File: src/sv/lrip_pkg.sv
package lrip_pkg;

  localparam int ROWS_DEF       = 64;
  localparam int COLUMNS_DEF    = 900;
  localparam int COORD_BITS_DEF = 18;

  localparam int CORDIC_STEPS = 20;
  localparam int ANGLE_PI     = 1048576;
  localparam int TAN_SHIFT    = 24;

  localparam logic [17:0] RANGE_MAX    = 18'h3FFFF;
  localparam logic [16:0] OFFSET_RESET = 17'd30282;
  localparam logic [15:0] SCALE_RESET  = 16'd32967;
  localparam logic [63:0] TAN_LIMIT    = 64'd1 << 40;

  // Register index taken from the word address.
  localparam logic REG_OFFSET = 1'b0;
  localparam logic REG_SCALE  = 1'b1;

  typedef enum logic [1:0] {
    OP_PROJECT = 2'd0,
    OP_READ    = 2'd1,
    OP_CLEAR   = 2'd2,
    OP_NONE    = 2'd3
  } opcode_t;

  typedef enum logic [1:0] {
    KIND_STORED  = 2'd0,
    KIND_READ    = 2'd1,
    KIND_CLEARED = 2'd2
  } kind_t;

  typedef struct packed {
    logic       load_point;
    logic       load_read;
    logic       square;
    logic       sum;
    logic       sqrt_step;
    logic       take_range;
    logic       take_h;
    logic       div_step;
    logic       tan;
    logic       mul_lo;
    logic       mul_hi;
    logic       row_col;
    logic       addr_calc;
    logic       cordic_step;
    logic [4:0] cordic_idx;
    logic       clear_init;
    logic       clear_step;
    logic       ram_we;
    logic       ram_zero;
    logic       out_point;
    logic       out_read;
    logic       out_clear;
  } cmd_t;

  typedef struct packed {
    logic clear_last;
  } status_t;

  // Arctangent of 2^-i in binary angle units, pi = 2^20.
  function automatic logic [20:0] atan_entry(input logic [4:0] i);
    logic [20:0] v;
    case (i)
      5'd0:    v = 21'd262144;
      5'd1:    v = 21'd154753;
      5'd2:    v = 21'd81766;
      5'd3:    v = 21'd41506;
      5'd4:    v = 21'd20834;
      5'd5:    v = 21'd10427;
      5'd6:    v = 21'd5215;
      5'd7:    v = 21'd2608;
      5'd8:    v = 21'd1304;
      5'd9:    v = 21'd652;
      5'd10:   v = 21'd326;
      5'd11:   v = 21'd163;
      5'd12:   v = 21'd81;
      5'd13:   v = 21'd41;
      5'd14:   v = 21'd20;
      5'd15:   v = 21'd10;
      5'd16:   v = 21'd5;
      5'd17:   v = 21'd3;
      5'd18:   v = 21'd1;
      5'd19:   v = 21'd1;
      default: v = 21'd0;
    endcase
    return v;
  endfunction

endpackage

File: src/sv/lrip_ctrl.sv
module lrip_ctrl #(
  parameter int COORD_BITS = 18
) (
  input  logic              clk,
  input  logic              rst,
  input  logic              start,
  input  logic [1:0]        opcode,
  input  lrip_pkg::status_t status,
  output lrip_pkg::cmd_t    cmd,
  output logic              busy,
  output logic              done
);

  import lrip_pkg::*;

  localparam int SQ_STEPS  = (2 * COORD_BITS + 18) / 2;
  localparam int DIV_STEPS = COORD_BITS + TAN_SHIFT;
  localparam int CNTW      = $clog2(DIV_STEPS + 1);

  typedef enum logic [16:0] {
    S_IDLE   = 17'h00001,
    S_CLEAR  = 17'h00002,
    S_SQUARE = 17'h00004,
    S_SUM    = 17'h00008,
    S_SQRT_R = 17'h00010,
    S_HLOAD  = 17'h00020,
    S_SQRT_H = 17'h00040,
    S_DLOAD  = 17'h00080,
    S_DIV    = 17'h00100,
    S_TAN    = 17'h00200,
    S_MUL_LO = 17'h00400,
    S_MUL_HI = 17'h00800,
    S_ROWCOL = 17'h01000,
    S_ADDR   = 17'h02000,
    S_WRITE  = 17'h04000,
    S_READ   = 17'h08000,
    S_RWAIT  = 17'h10000
  } state_t;

  state_t          state, state_next;
  logic [CNTW-1:0] cnt;
  logic [4:0]      ccnt;
  logic            is_read, report;

  always_comb begin
    cmd        = '0;
    state_next = state;
    cmd.cordic_idx  = ccnt;
    cmd.cordic_step = (ccnt != 5'(CORDIC_STEPS)) &&
                      (state == S_SQRT_R || state == S_HLOAD || state == S_SQRT_H);
    case (state)
      S_IDLE: begin
        if (start) begin
          case (opcode)
            OP_PROJECT: begin
              cmd.load_point = 1'b1;
              state_next     = S_SQUARE;
            end
            OP_READ: begin
              cmd.load_read = 1'b1;
              state_next    = S_ADDR;
            end
            OP_CLEAR: begin
              cmd.clear_init = 1'b1;
              state_next     = S_CLEAR;
            end
            default: state_next = S_IDLE;
          endcase
        end
      end
      S_CLEAR: begin
        cmd.ram_we     = 1'b1;
        cmd.ram_zero   = 1'b1;
        cmd.clear_step = 1'b1;
        if (status.clear_last) begin
          cmd.out_clear = report;
          state_next    = S_IDLE;
        end
      end
      S_SQUARE: begin
        cmd.square = 1'b1;
        state_next = S_SUM;
      end
      S_SUM: begin
        cmd.sum    = 1'b1;
        state_next = S_SQRT_R;
      end
      S_SQRT_R: begin
        cmd.sqrt_step = 1'b1;
        if (cnt == CNTW'(SQ_STEPS - 1)) begin
          state_next = S_HLOAD;
        end
      end
      S_HLOAD: begin
        cmd.take_range = 1'b1;
        state_next     = S_SQRT_H;
      end
      S_SQRT_H: begin
        cmd.sqrt_step = 1'b1;
        if (cnt == CNTW'(SQ_STEPS - 1)) begin
          state_next = S_DLOAD;
        end
      end
      S_DLOAD: begin
        cmd.take_h = 1'b1;
        state_next = S_DIV;
      end
      S_DIV: begin
        cmd.div_step = 1'b1;
        if (cnt == CNTW'(DIV_STEPS - 1)) begin
          state_next = S_TAN;
        end
      end
      S_TAN: begin
        cmd.tan    = 1'b1;
        state_next = S_MUL_LO;
      end
      S_MUL_LO: begin
        cmd.mul_lo = 1'b1;
        state_next = S_MUL_HI;
      end
      S_MUL_HI: begin
        cmd.mul_hi = 1'b1;
        state_next = S_ROWCOL;
      end
      S_ROWCOL: begin
        cmd.row_col = 1'b1;
        state_next  = S_ADDR;
      end
      S_ADDR: begin
        cmd.addr_calc = 1'b1;
        state_next    = is_read ? S_READ : S_WRITE;
      end
      S_WRITE: begin
        cmd.ram_we    = 1'b1;
        cmd.out_point = 1'b1;
        state_next    = S_IDLE;
      end
      S_READ: begin
        state_next = S_RWAIT;
      end
      S_RWAIT: begin
        cmd.out_read = 1'b1;
        state_next   = S_IDLE;
      end
      default: state_next = S_IDLE;
    endcase
  end

  always_ff @(posedge clk) begin
    if (rst) begin
      state   <= S_CLEAR;
      cnt     <= '0;
      ccnt    <= '0;
      is_read <= 1'b0;
      report  <= 1'b0;
      done    <= 1'b0;
    end else begin
      state <= state_next;
      cnt   <= (state_next != state) ? '0 : cnt + CNTW'(1);
      if (cmd.load_point) begin
        ccnt <= '0;
      end else if (cmd.cordic_step) begin
        ccnt <= ccnt + 5'd1;
      end
      if (state == S_IDLE && start) begin
        is_read <= (opcode == OP_READ);
        report  <= (opcode == OP_CLEAR);
      end
      done <= cmd.out_point || cmd.out_read || cmd.out_clear;
    end
  end

  assign busy = (state != S_IDLE);

endmodule
File: config.mk
export PLATFORM = sky130hd
export DESIGN_NAME = lrip_ctrl
export DESIGN_NICKNAME = d
export VERILOG_FILES = /design/src/sv/lrip_pkg.sv /design/src/sv/lrip_ctrl.sv
export SDC_FILE = /design/constraint.sdc
export NUM_CORES = 1
export LEC_CHECK = 0
export ABC_AREA = 0
export CAP_MARGIN = 20
export CORE_MARGIN = 1.5
export CORE_UTILIZATION = 60
export CTS_BUF_LIST = sky130_fd_sc_hd__clkbuf_4
export DETAILED_ROUTE_END_ITERATION = 12
export DONT_BUFFER_PORTS = 1
export GPL_TIMING_DRIVEN = 0
export PLACE_DENSITY = 0.76
export SKIP_LAST_GASP = 1
export SLEW_MARGIN = 0
export SYNTH_ARGS = -nofsm -noshare
export SYNTH_HDL_FRONTEND = slang
export SYNTH_SLANG_ARGS = --single-unit
File: constraint.sdc
create_clock -name clk -period 3.7 [get_ports clk]
set_input_delay 0.185 -clock clk [delete_from_list [all_inputs] [get_ports clk]]
set_output_delay 0.185 -clock clk [all_outputs]
set_load 0.005 [all_outputs]
==> impl_metrics.tcl <==
set metrics [dict create \
    cts_root_buffer "clkbuf_4" \
    place_congestion 0.822 \
    holdPathEnd "report" \
    hold_slack_ns 0.0657 \
    ant_nets 0 \
    grt_setup_unrepaired "false" \
    max-slew-margin-rel_pct 58.8 \
    setup.worst_path.class "reg -> out" \
    wl_per_cell_um 15.1 \
    crit_slowest_cell "nor4_4" \
    path_buf_inv 2 \
    synth_cells 222 \
    internal-power_w 0.000438 \
    drive_above_1_share_pct 14.6 \
    synth_fp_nets 233 \
    critPathArrivalTime_ns 2.34 \
    hold_path_class "in -> reg" \
    drt_iter0_markers 81 \
    std_cell_rows 20 \
    max_freq_ghz 0.395 \
    synth_edf_count 0 \
    maxCapViolCount 0 \
    multi_input_area_um2 1180 \
    syn2layout_area_growth_pct 7.40 \
    grt_pass1_vias 1493 \
    fin_crit_ns 2.53 \
    r2r_setup_slack_ns 1.26 \
    firstDrtPassIters 4 \
    path_clk_slew_ns 0.09 \
    fin_crit_sh_pct 68.3 \
    timing.rr.end "cnt[2]" \
    final_hold_viol_count 0 \
    ys_warn_count 0 \
    cts_buffer_depth 2 \
    path_cells "buf_6 > nor4_4 > and4_1 > buf_4 > nand2_1 > nor2_1 > and3_1" \
    seqPwrFrac_pct 57.0 \
    start_util_pct 63.1 \
    tightest_slew_ns 0.613 \
    netlist_area_um2 1910 \
    seq_area_frac_synth_pct 32.5 \
    hp-start "opcode[0]" \
    cts_buffers 5 \
    crit_path_end_kind "output pin" \
    slowest_delay_ns 0.49 \
    crit_required_ns 3.51 \
    clk_latency_ns 0.34 \
    tns_ns 0 \
    port_buffers 0 \
    fin_skew_ns 0.0138 \
    vias 1663 \
    cp_top_family "simple AND/OR/NAND/NOR gates" \
    design_power_total_w 0.000608 \
    drv_slew 0 \
    avgSynthCellArea_um2 8.61 \
    io_pins 34 \
    setup_viol 0 \
    grt_pass1_wl_um 6740 \
    p_leak_nw 0.844 \
    dieHeight_um 59.5 \
    nFillCells 252 \
    htree_num_levels 2 \
    diodes 0 \
    grt_overflow 0 \
    ys_async_sr_fraction_pct 0 \
    p_sw_share_pct 27.9 \
    reg2regPathDepth 7 \
    combPwrFrac_pct 13.1 \
    ys_types 53 \
    core_um2 3030 \
    holdPathStages 3 \
    nets 244 \
    p_per_area_nw_per_um2 296 \
    synthFlopType "dfxtp_1" \
    status "complete, no violations" \
    cts_tree "done" \
    switching_power_w 0.000170 \
    r2r_start "state[5]" \
    cts.sinks 31 \
    fp.dieW_um 59.5 \
    peakVddDrop_mv 0.276 \
    pwr-share-clk_pct 29.9 \
    drc 0 \
    routed_wl_um 4190 \
    start_kind "register" \
    layout.area.seq_um2 621 \
    antenna_found_initial 0 \
    vias_per_cell 6.00 \
    place_hpwl_um 3130 \
    grt_start_max_net_pins 11 \
    ys_seq_elements 31 \
    die_area_um2 3530 \
    grt_usage_pct 25.9 \
    worst-path-max-fanout 10 \
]
cells in the mapped netlist (2+ instances only):
library cell | number | share of area (%)
dfxtp_1 | 31 | 32
nor2_1 | 24 | 4.7
nor3_1 | 15 | 3.9
nand3_1 | 12 | 3.1
xor2_1 | 12 | 5.5
and3_1 | 11 | 3.6
nand2_1 | 11 | 2.2
inv_1 | 9 | 1.8
nor4_1 | 8 | 2.6
a21oi_1 | 7 | 1.8
ha_1 | 5 | 3.3
nand2b_1 | 5 | 1.6
nor2b_1 | 5 | 1.6
nor3b_1 | 4 | 1.6
nor4b_1 | 4 | 1.8
and3_2 | 3 | 1.2
buf_4 | 3 | 1.2
nand4_1 | 3 | 0.98
nor3_2 | 3 | 1.6
o21ai_0 | 3 | 0.79
buf_2 | 2 | 0.52
buf_6 | 2 | 1.2
clkbuf_1 | 2 | 0.39
mux2i_1 | 2 | 1.0
nor4_4 | 2 | 2.2
o21ba_2 | 2 | 1.0
o31ai_1 | 2 | 0.79
or2_1 | 2 | 0.65
or2_2 | 2 | 0.65
or3_1 | 2 | 0.65
xnor2_1 | 2 | 0.92
tightest hold or removal path, cell delays in order:
cell and delay [ns]:
nor3b_4 0.03, a21oi_1 0.11, nor2_1 0.04
layer usage:
metal	up-vias	GRT usage, %	routed length [µm]
met5	-	0	0
met4	0	12.0	114
met3	13	7.21	256
met2	51	41.9	1990
met1	776	31.6	1820
li1	823	-	-
power groups by stage:
stage,Clock (W),Sequential [W],Combinational (W)
2_1_floorplan,0,0.000352,0.0000626
3_3_place_gp,0,0.000353,0.0000748
3_5_place_dp,0,0.000354,0.0000764
4_1_cts,0.000189,0.000346,0.0000795
5_1_grt,0.000200,0.000347,0.0000876
6_report,0.000182,0.000346,0.0000797
placed cells by master (no fill, tap or decap), types with 3 or more instances in the layout:
cell           synthesis  routed
dfxtp_1               31      31
nor2_1                24      24
nor3_1                15      15
nand3_1               12      12
xor2_1                12      12
and3_1                11      11
nand2_1               11      11
inv_1                  9       9
nor4_1                 8       8
a21oi_1                7       7
nand2b_1               5       5
nor2b_1                5       5
ha_1                   5       5
clkbuf_4               0       5
nor3b_1                4       4
nor4b_1                4       4
dlygate4sd3_1          0       4
nor3_2                 3       3
o21ai_0                3       3
and3_2                 3       3
nand4_1                3       3
buf_4                  3       3
registers in the layout (all words and copies together) (netlist names):
name / flops
cnt: 6
done: 1
report: 1
is_read: 1
ccnt: 5
state: 17
area by class of cell:
cell class / instances / area share (%)
multi-input combinational: 172 / 57.5
buffer: 10 / 3.72
inverter: 9 / 1.65
sequential: 31 / 30.2
timing repair buffer: 4 / 1.95
clock inverter: 2 / 0.427
tap: 44 / 2.68
clock buffer: 5 / 1.83
stage by stage:
stage	cell area [µm²]	instances	util, %	setup slack (ns)
detailed placement	1970	266	65.0	1.35
floorplan	1910	222	-	1.64
global placement	1970	266	65.0	1.43
finish	2050	277	67.8	1.17
global route	2050	277	67.8	1.02
CTS	2050	277	67.8	1.16
worst max path at each step:
| stage | from | endpoint | slack, ns | depth (start not counted) |
|---|---|---|---|---|
| floorplan | state[5] | cnt[2] | 1.64 | 10 |
| global placement | state[5] | cnt[4] | 1.43 | 10 |
| detailed placement | state[5] | cnt[2] | 1.35 | 7 |
| CTS | state[5] | cmd[0] | 1.16 | 7 |
| global route | state[5] | cmd[0] | 1.02 | 7 |
| finish | state[5] | cmd[0] | 1.17 | 7 |
what timing repair did:
action,4_1_cts,5_1_grt
setup buffers,0,0
hold buffers,4,0
endpoints found under the hold margin,4,0
resized for setup,0,0
kinds of logic (layout without fill, tap and decap cells):
kind of cell    Yosys count  in the layout  synth area share (%)
flops                    31             31                  32.5
buf+inv                  19             30                  5.76
mux                       2              2                  1.05
compound gates           23             23                  9.62
xor+xnor                 15             15                  7.26
fa+ha+maj                 5              5                  3.27
simple gates            127            127                  40.6
No activity file was read; power rests on OpenSTA's default activity.
